## config.mk

```make
export PLATFORM = sky130hd
export DESIGN_NAME = module_archive_stream_parser_flat
export DESIGN_NICKNAME = d
export VERILOG_FILES = /design/src/hdl/masp_pkg.sv /design/src/hdl/masp_if.sv /design/src/hdl/masp_queue.sv /design/src/hdl/masp_back.sv /design/src/hdl/module_archive_stream_parser.sv /design/src/flat_wrapper.sv
export SDC_FILE = /design/constraint.sdc
export NUM_CORES = 2
export LEC_CHECK = 0
export ABC_AREA = 1
export CORE_UTILIZATION = 29
export DETAILED_ROUTE_END_ITERATION = 10
export DONT_BUFFER_PORTS = 1
export PLACE_DENSITY_LB_ADDON = 0.2
export SYNTH_ARGS = -nofsm -noshare
export SYNTH_HDL_FRONTEND = slang
export SYNTH_SLANG_ARGS = --single-unit
```

## constraint.sdc

```tcl
create_clock -name clk -period 6.2 [get_ports clk]
set_clock_uncertainty 0.2 [all_clocks]
set_input_delay 1.24 -clock clk [delete_from_list [all_inputs] [get_ports clk]]
set_output_delay 1.24 -clock clk [all_outputs]
set_load 0.03 [all_outputs]
```

## src/hdl/masp_pkg.sv

```systemverilog
// ----------------------------------------------------------------------------
// masp_pkg: shared types and constants for the archive stream parser
// Phase codes, result kinds, status codes and the front-to-back item format.
// ----------------------------------------------------------------------------
package masp_pkg;

	typedef enum logic [3:0] {
		PH_MAGIC    = 4'd0,
		PH_VERSION  = 4'd1,
		PH_COUNT    = 4'd2,
		PH_PATH_LEN = 4'd3,
		PH_PATH_TXT = 4'd4,
		PH_NAME_LEN = 4'd5,
		PH_NAME_TXT = 4'd6,
		PH_LINKS    = 4'd7,
		PH_REQ_LEN  = 4'd8,
		PH_REQ_TXT  = 4'd9,
		PH_TGT_LEN  = 4'd10,
		PH_TGT_TXT  = 4'd11,
		PH_CODE_LEN = 4'd12,
		PH_CODE_TXT = 4'd13,
		PH_ENTRY    = 4'd14,
		PH_DONE     = 4'd15
	} phase_t;

	localparam logic [2:0] KIND_STRUCT  = 3'd0;
	localparam logic [2:0] KIND_PATH    = 3'd1;
	localparam logic [2:0] KIND_NAME    = 3'd2;
	localparam logic [2:0] KIND_REQ     = 3'd3;
	localparam logic [2:0] KIND_TGT     = 3'd4;
	localparam logic [2:0] KIND_CODE    = 3'd5;
	localparam logic [2:0] KIND_IGNORED = 3'd6;

	localparam logic [2:0] ST_OK        = 3'd0;
	localparam logic [2:0] ST_NOT_ARCH  = 3'd1;
	localparam logic [2:0] ST_BAD_VER   = 3'd2;
	localparam logic [2:0] ST_TRUNC     = 3'd3;
	localparam logic [2:0] ST_NO_ENTRY  = 3'd4;

	localparam logic [3:0] VARINT_MAX_BYTES = 4'd10;
	localparam logic [7:0] MAGIC_0 = 8'h52;
	localparam logic [7:0] MAGIC_1 = 8'h45;
	localparam logic [7:0] MAGIC_2 = 8'h44;
	localparam logic [7:0] MAGIC_3 = 8'h58;

	// one result item
	typedef struct packed {
		logic [2:0]  kind;
		logic [7:0]  text_byte;
		logic [63:0] module_number;
		logic [63:0] link_number;
		logic [63:0] number_value;
		logic        number_done;
		logic        text_end;
		logic [2:0]  status;
		logic        finished;
	} result_t;

	// classified byte handed from front to back
	typedef struct packed {
		logic [7:0] data_byte;
		logic       last_byte;
	} byte_item_t;

endpackage

```

## src/hdl/masp_if.sv

```systemverilog
// ----------------------------------------------------------------------------
// masp_in_if / masp_out_if: valid/ready stream channels
// Input carries a byte and last flag; output carries one result item.
// ----------------------------------------------------------------------------
interface masp_in_if;
	logic       valid;
	logic       ready;
	logic [7:0] data_byte;
	logic       last_byte;
	modport source (output valid, output data_byte, output last_byte, input ready);
	modport sink (input valid, input data_byte, input last_byte, output ready);
endinterface

interface masp_out_if;
	logic        valid;
	logic        ready;
	logic [2:0]  kind;
	logic [7:0]  text_byte;
	logic [63:0] module_number;
	logic [63:0] link_number;
	logic [63:0] number_value;
	logic        number_done;
	logic        text_end;
	logic [2:0]  status;
	logic        finished;
	modport source (output valid, output kind, output text_byte, output module_number,
		output link_number, output number_value, output number_done, output text_end,
		output status, output finished, input ready);
	modport sink (input valid, input kind, input text_byte, input module_number,
		input link_number, input number_value, input number_done, input text_end,
		input status, input finished, output ready);
endinterface

```

## src/hdl/masp_queue.sv

```systemverilog
// ----------------------------------------------------------------------------
// masp_queue: two-entry byte queue between front and back
// Lets intake and parsing stall independently at full rate.
// ----------------------------------------------------------------------------
module masp_queue (
	input  logic                    clk,
	input  logic                    arst_n,
	input  logic                    push,
	input  masp_pkg::byte_item_t    push_item,
	output logic                    full,
	input  logic                    pop,
	output logic                    empty,
	output masp_pkg::byte_item_t    head
);
	masp_pkg::byte_item_t mem_q [2];
	logic wptr_q, rptr_q;
	logic [1:0] count_q;

	assign full  = (count_q == 2'd2);
	assign empty = (count_q == 2'd0);
	assign head  = mem_q[rptr_q];

	// store incoming bytes
	always_ff @(posedge clk) begin
		if (push && !full) mem_q[wptr_q] <= push_item;
	end

	// advance pointers and count
	always_ff @(posedge clk or negedge arst_n) begin
		if (!arst_n) begin
			wptr_q  <= 1'b0;
			rptr_q  <= 1'b0;
			count_q <= 2'd0;
		end else begin
			if (push && !full) wptr_q <= ~wptr_q;
			if (pop && !empty) rptr_q <= ~rptr_q;
			count_q <= count_q + {1'b0, push && !full} - {1'b0, pop && !empty};
		end
	end
endmodule

```

## src/hdl/masp_back.sv

```systemverilog
// ----------------------------------------------------------------------------
// masp_back: archive grammar engine, one byte per cycle unless stalled
// Consumes each queued byte, updates parse state, registers a result.
// ----------------------------------------------------------------------------
module masp_back (
	input  logic                  clk,
	input  logic                  arst_n,
	input  logic [7:0]            expected_version,
	input  logic                  in_valid,
	input  masp_pkg::byte_item_t  in_item,
	output logic                  in_pop,
	output logic                  out_valid,
	input  logic                  out_ready,
	output masp_pkg::result_t     out_res
);
	masp_pkg::phase_t phase_q, phase_d;
	logic [1:0]  hpos_q, hpos_d;
	logic [63:0] acc_q, acc_d;
	logic [3:0]  vcnt_q, vcnt_d;
	logic [63:0] trem_q, trem_d;
	logic [63:0] mtot_q, mtot_d, midx_q, midx_d;
	logic [63:0] ltot_q, ltot_d, lidx_q, lidx_d;
	logic [2:0]  err_q, err_d;
	masp_pkg::result_t res_d, res_q;
	logic        ovalid_q;
	logic        step;

	// take a byte when the result slot is free or being drained
	assign in_pop    = in_valid && (!ovalid_q || out_ready);
	assign step      = in_pop;
	assign out_valid = ovalid_q;
	assign out_res   = res_q;

	always_comb begin
		logic [7:0]  b;
		logic [3:0]  n;
		logic [63:0] merged;
		logic [63:0] shifted;
		logic [63:0] trem_m;
		logic        text_done;
		masp_pkg::phase_t after_p;
		b = in_item.data_byte;
		phase_d = phase_q; hpos_d = hpos_q; acc_d = acc_q; vcnt_d = vcnt_q;
		trem_d = trem_q; mtot_d = mtot_q; midx_d = midx_q; ltot_d = ltot_q;
		lidx_d = lidx_q; err_d = err_q;
		res_d = '0;
		res_d.kind = masp_pkg::KIND_IGNORED;
		n = (vcnt_q >= masp_pkg::VARINT_MAX_BYTES) ? 4'd9 : vcnt_q;
		shifted = {57'd0, b[6:0]} << (7 * n);
		merged = acc_q | shifted;
		trem_m = (trem_q != 64'd0) ? trem_q - 64'd1 : trem_q;
		text_done = 1'b0;
		after_p = phase_q;

		if (err_q == masp_pkg::ST_OK && phase_q != masp_pkg::PH_DONE) begin
			res_d.kind = masp_pkg::KIND_STRUCT;
			if (phase_q >= masp_pkg::PH_PATH_LEN && phase_q <= masp_pkg::PH_CODE_TXT)
				res_d.module_number = midx_q;
			if (phase_q >= masp_pkg::PH_REQ_LEN && phase_q <= masp_pkg::PH_TGT_TXT)
				res_d.link_number = lidx_q;
			unique case (phase_q)
				masp_pkg::PH_MAGIC: begin
					logic [7:0] m;
					case (hpos_q)
						2'd0: m = masp_pkg::MAGIC_0;
						2'd1: m = masp_pkg::MAGIC_1;
						2'd2: m = masp_pkg::MAGIC_2;
						default: m = masp_pkg::MAGIC_3;
					endcase
					if (b != m) err_d = masp_pkg::ST_NOT_ARCH;
					else begin
						hpos_d = hpos_q + 2'd1;
						if (hpos_q == 2'd3) phase_d = masp_pkg::PH_VERSION;
					end
				end
				masp_pkg::PH_VERSION: begin
					if (b != expected_version) err_d = masp_pkg::ST_BAD_VER;
					else phase_d = masp_pkg::PH_COUNT;
				end
				masp_pkg::PH_PATH_TXT, masp_pkg::PH_NAME_TXT, masp_pkg::PH_REQ_TXT,
				masp_pkg::PH_TGT_TXT, masp_pkg::PH_CODE_TXT: begin
					case (phase_q)
						masp_pkg::PH_PATH_TXT: res_d.kind = masp_pkg::KIND_PATH;
						masp_pkg::PH_NAME_TXT: res_d.kind = masp_pkg::KIND_NAME;
						masp_pkg::PH_REQ_TXT:  res_d.kind = masp_pkg::KIND_REQ;
						masp_pkg::PH_TGT_TXT:  res_d.kind = masp_pkg::KIND_TGT;
						default:               res_d.kind = masp_pkg::KIND_CODE;
					endcase
					res_d.text_byte = b;
					trem_d = trem_m;
					if (trem_m == 64'd0) begin
						res_d.text_end = 1'b1;
						text_done = 1'b1;
						after_p = phase_q;
					end
				end
				default: begin
					// varint byte
					if (!b[7]) begin
						acc_d = 64'd0; vcnt_d = 4'd0;
						res_d.number_done = 1'b1;
						res_d.number_value = merged;
						case (phase_q)
							masp_pkg::PH_COUNT: begin
								mtot_d = merged; midx_d = 64'd0;
								phase_d = (merged == 64'd0) ? masp_pkg::PH_ENTRY
									: masp_pkg::PH_PATH_LEN;
							end
							masp_pkg::PH_LINKS: begin
								ltot_d = merged; lidx_d = 64'd0;
								phase_d = (merged == 64'd0) ? masp_pkg::PH_CODE_LEN
									: masp_pkg::PH_REQ_LEN;
							end
							masp_pkg::PH_ENTRY: begin
								if (merged >= mtot_q) err_d = masp_pkg::ST_NO_ENTRY;
								else phase_d = masp_pkg::PH_DONE;
							end
							default: begin
								trem_d = merged;
								if (merged == 64'd0) begin
									text_done = 1'b1;
									after_p = masp_pkg::phase_t'(phase_q + 4'd1);
								end else phase_d = masp_pkg::phase_t'(phase_q + 4'd1);
							end
						endcase
					end else if (n + 4'd1 >= masp_pkg::VARINT_MAX_BYTES) begin
						acc_d = 64'd0; vcnt_d = 4'd0;
						err_d = (phase_q == masp_pkg::PH_ENTRY) ? masp_pkg::ST_NO_ENTRY
							: masp_pkg::ST_TRUNC;
					end else begin
						acc_d = merged; vcnt_d = n + 4'd1;
					end
				end
			endcase
			// step past a finished or empty text
			if (text_done) begin
				case (after_p)
					masp_pkg::PH_PATH_TXT: phase_d = masp_pkg::PH_NAME_LEN;
					masp_pkg::PH_NAME_TXT: phase_d = masp_pkg::PH_LINKS;
					masp_pkg::PH_REQ_TXT:  phase_d = masp_pkg::PH_TGT_LEN;
					masp_pkg::PH_TGT_TXT: begin
						lidx_d = lidx_q + 64'd1;
						phase_d = (lidx_q + 64'd1 < ltot_q) ? masp_pkg::PH_REQ_LEN
							: masp_pkg::PH_CODE_LEN;
					end
					default: begin
						midx_d = midx_q + 64'd1;
						phase_d = (midx_q + 64'd1 < mtot_q) ? masp_pkg::PH_PATH_LEN
							: masp_pkg::PH_ENTRY;
					end
				endcase
			end
		end
		// report early end
		if (in_item.last_byte && err_d == masp_pkg::ST_OK && phase_d != masp_pkg::PH_DONE) begin
			if (phase_d == masp_pkg::PH_MAGIC || phase_d == masp_pkg::PH_VERSION)
				err_d = masp_pkg::ST_NOT_ARCH;
			else if (phase_d == masp_pkg::PH_ENTRY) err_d = masp_pkg::ST_NO_ENTRY;
			else err_d = masp_pkg::ST_TRUNC;
		end
		res_d.status = err_d;
		res_d.finished = in_item.last_byte;
		// re-arm after the final byte
		if (in_item.last_byte) begin
			phase_d = masp_pkg::PH_MAGIC; hpos_d = 2'd0; acc_d = 64'd0; vcnt_d = 4'd0;
			trem_d = 64'd0; mtot_d = 64'd0; midx_d = 64'd0; ltot_d = 64'd0;
			lidx_d = 64'd0; err_d = masp_pkg::ST_OK;
		end
	end

	// parse state
	always_ff @(posedge clk or negedge arst_n) begin
		if (!arst_n) begin
			phase_q <= masp_pkg::PH_MAGIC; hpos_q <= 2'd0; acc_q <= 64'd0; vcnt_q <= 4'd0;
			trem_q <= 64'd0; mtot_q <= 64'd0; midx_q <= 64'd0; ltot_q <= 64'd0;
			lidx_q <= 64'd0; err_q <= masp_pkg::ST_OK; ovalid_q <= 1'b0;
		end else begin
			if (step) begin
				phase_q <= phase_d; hpos_q <= hpos_d; acc_q <= acc_d; vcnt_q <= vcnt_d;
				trem_q <= trem_d; mtot_q <= mtot_d; midx_q <= midx_d; ltot_q <= ltot_d;
				lidx_q <= lidx_d; err_q <= err_d;
			end
			if (step) ovalid_q <= 1'b1;
			else if (out_ready) ovalid_q <= 1'b0;
		end
	end

	// hold result
	always_ff @(posedge clk) begin
		if (step) res_q <= res_d;
	end
endmodule

```

## src/hdl/module_archive_stream_parser.sv

```systemverilog
// ----------------------------------------------------------------------------
// module_archive_stream_parser: streaming checker for module archives
// Input channel in: one archive byte per transfer with a last-byte flag.
// Output channel out: exactly one result per input byte, in order, giving
// the byte's kind, text echo, module/link indices, varint values and status.
// Configuration: cfg_we/cfg_wdata write expected_version (reset 1); the user must write it only
// while the block is idle, and the block itself does not enforce this.
// A two-entry queue decouples intake from the grammar engine. An accepted
// byte is first stored in the queue, then the engine registers its result.
// Throughput is one byte per cycle while the receiver holds out.ready high,
// as the engine updates its parse counters for each byte it consumes.
// Reset clears all parse state and empties the queue. When the receiver
// stalls, the result register holds, the queue fills, then in.ready drops.
// After the final byte the parse state clears and a new archive may follow.
// ----------------------------------------------------------------------------
module module_archive_stream_parser (
	input  logic               clk,
	input  logic               arst_n,
	input  logic               cfg_we,
	input  logic [7:0]         cfg_wdata,
	masp_in_if.sink            in,
	masp_out_if.source         out
);
	logic [7:0] expected_version_q;
	logic q_full, q_empty, q_pop;
	masp_pkg::byte_item_t push_item, head;
	masp_pkg::result_t res;
	logic ovalid;

	// configuration register
	always_ff @(posedge clk or negedge arst_n) begin
		if (!arst_n) expected_version_q <= 8'd1;
		else if (cfg_we) expected_version_q <= cfg_wdata;
	end

	assign in.ready = !q_full;
	assign push_item.data_byte = in.data_byte;
	assign push_item.last_byte = in.last_byte;

	masp_queue u_queue (
		.clk(clk), .arst_n(arst_n),
		.push(in.valid), .push_item(push_item), .full(q_full),
		.pop(q_pop), .empty(q_empty), .head(head)
	);

	masp_back u_back (
		.clk(clk), .arst_n(arst_n), .expected_version(expected_version_q),
		.in_valid(!q_empty), .in_item(head), .in_pop(q_pop),
		.out_valid(ovalid), .out_ready(out.ready), .out_res(res)
	);

	assign out.valid         = ovalid;
	assign out.kind          = res.kind;
	assign out.text_byte     = res.text_byte;
	assign out.module_number = res.module_number;
	assign out.link_number   = res.link_number;
	assign out.number_value  = res.number_value;
	assign out.number_done   = res.number_done;
	assign out.text_end      = res.text_end;
	assign out.status        = res.status;
	assign out.finished      = res.finished;

`ifndef SYNTH
	// echoed text only on text kinds
	a_text_kind: assert property (@(posedge clk) disable iff (!arst_n)
		out.valid && out.text_end |-> (out.kind != masp_pkg::KIND_STRUCT
			&& out.kind != masp_pkg::KIND_IGNORED))
		else $error("text_end on non-text byte");
	// a queued byte is consumed when the result slot frees
	a_drain: assert property (@(posedge clk) disable iff (!arst_n)
		!q_empty && !ovalid |-> q_pop)
		else $error("engine idle with byte queued");
	// number value only with completion
	a_num: assert property (@(posedge clk) disable iff (!arst_n)
		out.valid && !out.number_done |-> out.number_value == 64'd0)
		else $error("stray number value");
`endif
endmodule

```

## src/flat_wrapper.sv

```systemverilog
// flat-port wrapper written by rule: the top's interface ports become plain ports
module module_archive_stream_parser_flat 
  (clk, arst_n, cfg_we, cfg_wdata, in_valid, in_data_byte, in_last_byte, in_ready, out_valid, out_kind, out_text_byte, out_module_number, out_link_number, out_number_value, out_number_done, out_text_end, out_status, out_finished, out_ready);
  masp_in_if in_i ();
  masp_out_if out_i ();
  input  logic clk;
  input  logic arst_n;
  input  logic cfg_we;
  input  logic [7:0] cfg_wdata;
  input wire logic [$bits(in_i.valid)-1:0] in_valid;
  input wire logic [$bits(in_i.data_byte)-1:0] in_data_byte;
  input wire logic [$bits(in_i.last_byte)-1:0] in_last_byte;
  output wire logic [$bits(in_i.ready)-1:0] in_ready;
  output wire logic [$bits(out_i.valid)-1:0] out_valid;
  output wire logic [$bits(out_i.kind)-1:0] out_kind;
  output wire logic [$bits(out_i.text_byte)-1:0] out_text_byte;
  output wire logic [$bits(out_i.module_number)-1:0] out_module_number;
  output wire logic [$bits(out_i.link_number)-1:0] out_link_number;
  output wire logic [$bits(out_i.number_value)-1:0] out_number_value;
  output wire logic [$bits(out_i.number_done)-1:0] out_number_done;
  output wire logic [$bits(out_i.text_end)-1:0] out_text_end;
  output wire logic [$bits(out_i.status)-1:0] out_status;
  output wire logic [$bits(out_i.finished)-1:0] out_finished;
  input wire logic [$bits(out_i.ready)-1:0] out_ready;
  assign in_i.valid = in_valid;
  assign in_i.data_byte = in_data_byte;
  assign in_i.last_byte = in_last_byte;
  assign in_ready = in_i.ready;
  assign out_valid = out_i.valid;
  assign out_kind = out_i.kind;
  assign out_text_byte = out_i.text_byte;
  assign out_module_number = out_i.module_number;
  assign out_link_number = out_i.link_number;
  assign out_number_value = out_i.number_value;
  assign out_number_done = out_i.number_done;
  assign out_text_end = out_i.text_end;
  assign out_status = out_i.status;
  assign out_finished = out_i.finished;
  assign out_i.ready = out_ready;
  module_archive_stream_parser u_core (.clk(clk), .arst_n(arst_n), .cfg_we(cfg_we), .cfg_wdata(cfg_wdata), .in(in_i), .out(out_i));
endmodule
```

==> impl_metrics.py <==
metrics = {
    "clocking": {
        "clk_path_buf_depth": 3,
        "clkSinkCount": 637,
        "worstSkewPairLatency_ps": 710,
        "cts_hold_buffers": 0,
        "cts_made_buffers": 81,
        "clk_pin_slew_worst_paths_ps": 70,
        "htree_num_levels": 3,
        "cts_tree": "built",
        "root_buffer": "clkbuf_16",
    },
    "worst_setup_path": {
        "regToRegSetupSlack_ps": 630,
        "r2r_cells": 31,
        "reg2reg_to": "u_core.u_back.out_res[3]",
        "cp_data_required_time_ps": 6440,
        "endpoint_kind": "flip-flop",
        "slowest_stage": "dfrtp_1",
        "crit_buf_inv": 3,
        "cp_top_family": "simple AND/OR/NAND/NOR gates",
        "arrival_ps": 5810,
        "critPathKind": "flip-flop to flip-flop",
        "max_stage_delay_ps": 360,
        "crit_fanout": 5,
        "cp_common_cell": "nand2_1",
        "critPathLaunchType": "flip-flop",
        "rr_startpoint": "u_core.u_back.lidx_q[1]",
    },
    "cells_and_area": {
        "multiInputGateArea_um2": 17300,
        "fin_util": 0.330,
        "drive_gt1_frac": 0.0564,
        "area_growth_pct": 13.0,
        "layout.nets": 5005,
        "register_area_um2": 17100,
        "num-fill-cells": 13900,
    },
    "die": {
        "die-area_um2": 132000,
        "chipWidth_um": 363,
        "initial_utilization": 0.292,
        "die_y_um": 363,
        "core-area_um2": 129000,
        "io_pins": 233,
        "rows": 132,
    },
    "synth": {
        "ys_seq_area_frac": 0.451,
        "yosys.area_share.simple": 0.214,
        "ys.warnings.count": 0,
        "synthArstFlopShare": 0.644,
        "ys_dominant_reg_cell": "dfrtp_1",
        "synth_compound_gate_area_share": 0.143,
        "ys_types": 53,
        "synthMuxAreaShare": 0.000298,
        "syn_area_um2": 37800,
        "synth_xor_area_frac": 0.0303,
        "synth_top_family_by_area": "simple AND/OR/NAND/NOR gates",
        "netlist_top_cells_area": "dfrtp_1 27%, edfxtp_1 18%, nand2_1 8.9%, inv_1 7.0%, ha_1 6.8%",
        "synth_adder_area_share": 0.0678,
        "syn_inst": 4795,
        "synth_commonest_cells": "898 x nand2_1, 706 x inv_1, 634 x nor2_1",
        "synth_fp_nets": 5022,
        "synth_top_cell_by_area": "dfrtp_1",
        "synth_top_area_frac": 0.271,
        "syn_avg_cell_area_um2": 7.89,
        "ys_ff_latch": 637,
        "yosysMostFrequentCell": "nand2_1",
        "synth-edff-count": 227,
    },
    "sta": {
        "max_freq_mhz": 180,
        "fin_setup_tns_ps": 0,
        "min_period_over_period": 0.898,
        "finalHoldViolCount": 0,
        "rsz0062_at_grt": "false",
        "slew_headroom": -0.485,
        "slew_viol_final": 259,
        "tightestPinTransition_ps": 2230,
        "min_period_ps": 5570,
        "setup_viol": 0,
    },
    "route": {
        "drt-vias-per-instance": 5.08,
        "first_iter_violations": 2997,
        "vias": 33400,
        "drt-total-wl_mm": 149,
        "route.detailed.drc": 0,
        "drtAntennaViolNets": 0,
        "drtPass1Iterations": 5,
        "wl_per_cell_um": 22.6,
    },
    "global_routing": {
        "grt_pass1_vias": 32500,
        "grt_max_degree": 411,
        "antenna_found_initial": 2,
        "grt_first_pass_wirelength_mm": 218,
        "grt_overflow": 0,
        "grtUsageTotal": 0.223,
    },
    "status": {
        "violations": "slew limit",
        "status": "finished, violations left",
    },
    "worst_hold_path": {
        "hold_class": "input port to asynchronous set/reset pin",
    },
    "place": {
        "io_buffers": 0,
        "hpwl_mm": 112,
        "globalplace.congestion": 0.949,
    },
    "run": {
        "cap_violations": 0,
    },
}
repair_timing:
item,CTS,global route
resized for setup,0,2
buffers inserted,0,0
endpoints found under the setup margin,0,3
flip-flops by register name, indices dropped and copies added (netlist names):
register                   count
u_core.u_back.midx_q          64
u_core.u_back.out_res        209
u_core.expected_version_q      8
u_core.u_back.acc_q           64
u_core.u_back.trem_q          64
u_core.u_queue.count_q         2
u_core.u_back.mtot_q          64
u_core.u_back.vcnt_q           4
u_core.u_queue.wptr_q          1
u_core.u_back.hpos_q           2
u_core.u_queue.rptr_q          1
u_core.u_back.err_q            3
u_core.u_back.lidx_q          64
u_core.u_back.phase_q          4
u_core.u_queue.mem_q          18
u_core.u_back.out_valid        1
u_core.u_back.ltot_q          64
area by class of cell:
cell class / count / share of cell area
diodes: 1 / 0.0000585
clock buffers: 115 / 0.0537
clock inverters: 34 / 0.0103
inverters: 734 / 0.0645
multi-input cells: 3245 / 0.404
flip-flops and latches: 637 / 0.399
well taps: 1742 / 0.0510
repair buffers: 79 / 0.0168
worst reg2reg max path: cells and delay by family (launching register included):
kind | cells | cell delay [ps]
adders and majority gates | 1 | 270
AOI/OAI and AO/OA | 5 | 960
DFF | 1 | 360
buffers and inverters | 3 | 310
xor gates and xnor gates | 1 | 190
and+or+nand+nor | 21 | 3020
per-layer routing:
metal  part of all wire  wire length, um  vias to the layer above  track usage
met5                  0                0                        -            0
met4              0.041             6140                        0       0.0934
met3              0.056             8360                      220       0.0301
met2               0.47            69400                      999        0.363
met1               0.44            64900                    16300        0.295
li1                   -                -                    15900            -
through the flow:
step                      area, um^2  cells  worst slack (ps)  hold slack, ps
after floorplan                37800   4795              58.5             249
after global placement         40000   6437               639             268
after detailed placement       40000   6437               607             275
after CTS                      42800   6586               614            48.7
after global routing           42800   6586             0.521            61.4
final                          42800   6587               632            82.9
worst max-delay path by stage:
stage / startpoint / endpoint / depth (start not counted) / slack (ps)
after floorplan: out_ready / u_core.u_queue.count_q[1] / 8 / 60
after global placement: u_core.u_back.lidx_q[1] / u_core.u_back.out_res[3] / 31 / 640
after detailed placement: u_core.u_back.lidx_q[1] / u_core.u_back.out_res[3] / 31 / 610
after CTS: u_core.u_back.lidx_q[1] / u_core.u_back.out_res[3] / 31 / 610
after global routing: u_core.u_back.lidx_q[0] / u_core.u_back.out_res[2] / 38 / 0.5
final: u_core.u_back.lidx_q[1] / u_core.u_back.out_res[3] / 31 / 630
kinds of logic (layout without fill, tap and decap cells):
kind of cell / count (synthesis) / count (layout)
xor+xnor: 131 / 131
buf+inv: 913 / 962
flops: 637 / 637
fa+ha+maj: 205 / 205
simple gates: 1945 / 1945
mux: 1 / 1
compound gates: 963 / 963
other cells: 0 / 1
placed cells by master (no fill, tap or decap), types with 6 or more instances in the layout:
| cell | Yosys | layout |
|---|---|---|
| a21oi_1 | 251 | 248 |
| inv_2 | 22 | 22 |
| xor2_1 | 127 | 127 |
| ha_1 | 205 | 205 |
| o21ai_0 | 277 | 277 |
| clkinv_2 | 0 | 8 |
| nor4_1 | 49 | 48 |
| a211oi_1 | 6 | 6 |
| buf_12 | 0 | 10 |
| edfxtp_1 | 227 | 227 |
| dfrtp_1 | 409 | 409 |
| clkinv_1 | 6 | 9 |
| o211ai_1 | 29 | 29 |
| nor3_1 | 73 | 73 |
| clkbuf_1 | 124 | 20 |
| clkbuf_8 | 0 | 14 |
| inv_1 | 706 | 705 |
| nor2_2 | 7 | 9 |
| nand2_1 | 898 | 896 |
| o22ai_1 | 181 | 181 |
| nand4_1 | 82 | 82 |
| buf_4 | 6 | 69 |
| nor2_1 | 634 | 631 |
| nand3_1 | 175 | 174 |
| o2bb2ai_1 | 30 | 30 |
| clkbuf_16 | 0 | 81 |
| nand2_2 | 5 | 7 |
| bufinv_16 | 0 | 6 |
| o21ai_1 | 152 | 152 |
Power is not shown: default switching activity piles up to over one toggle a cycle in this logic, so the estimate is an artifact.
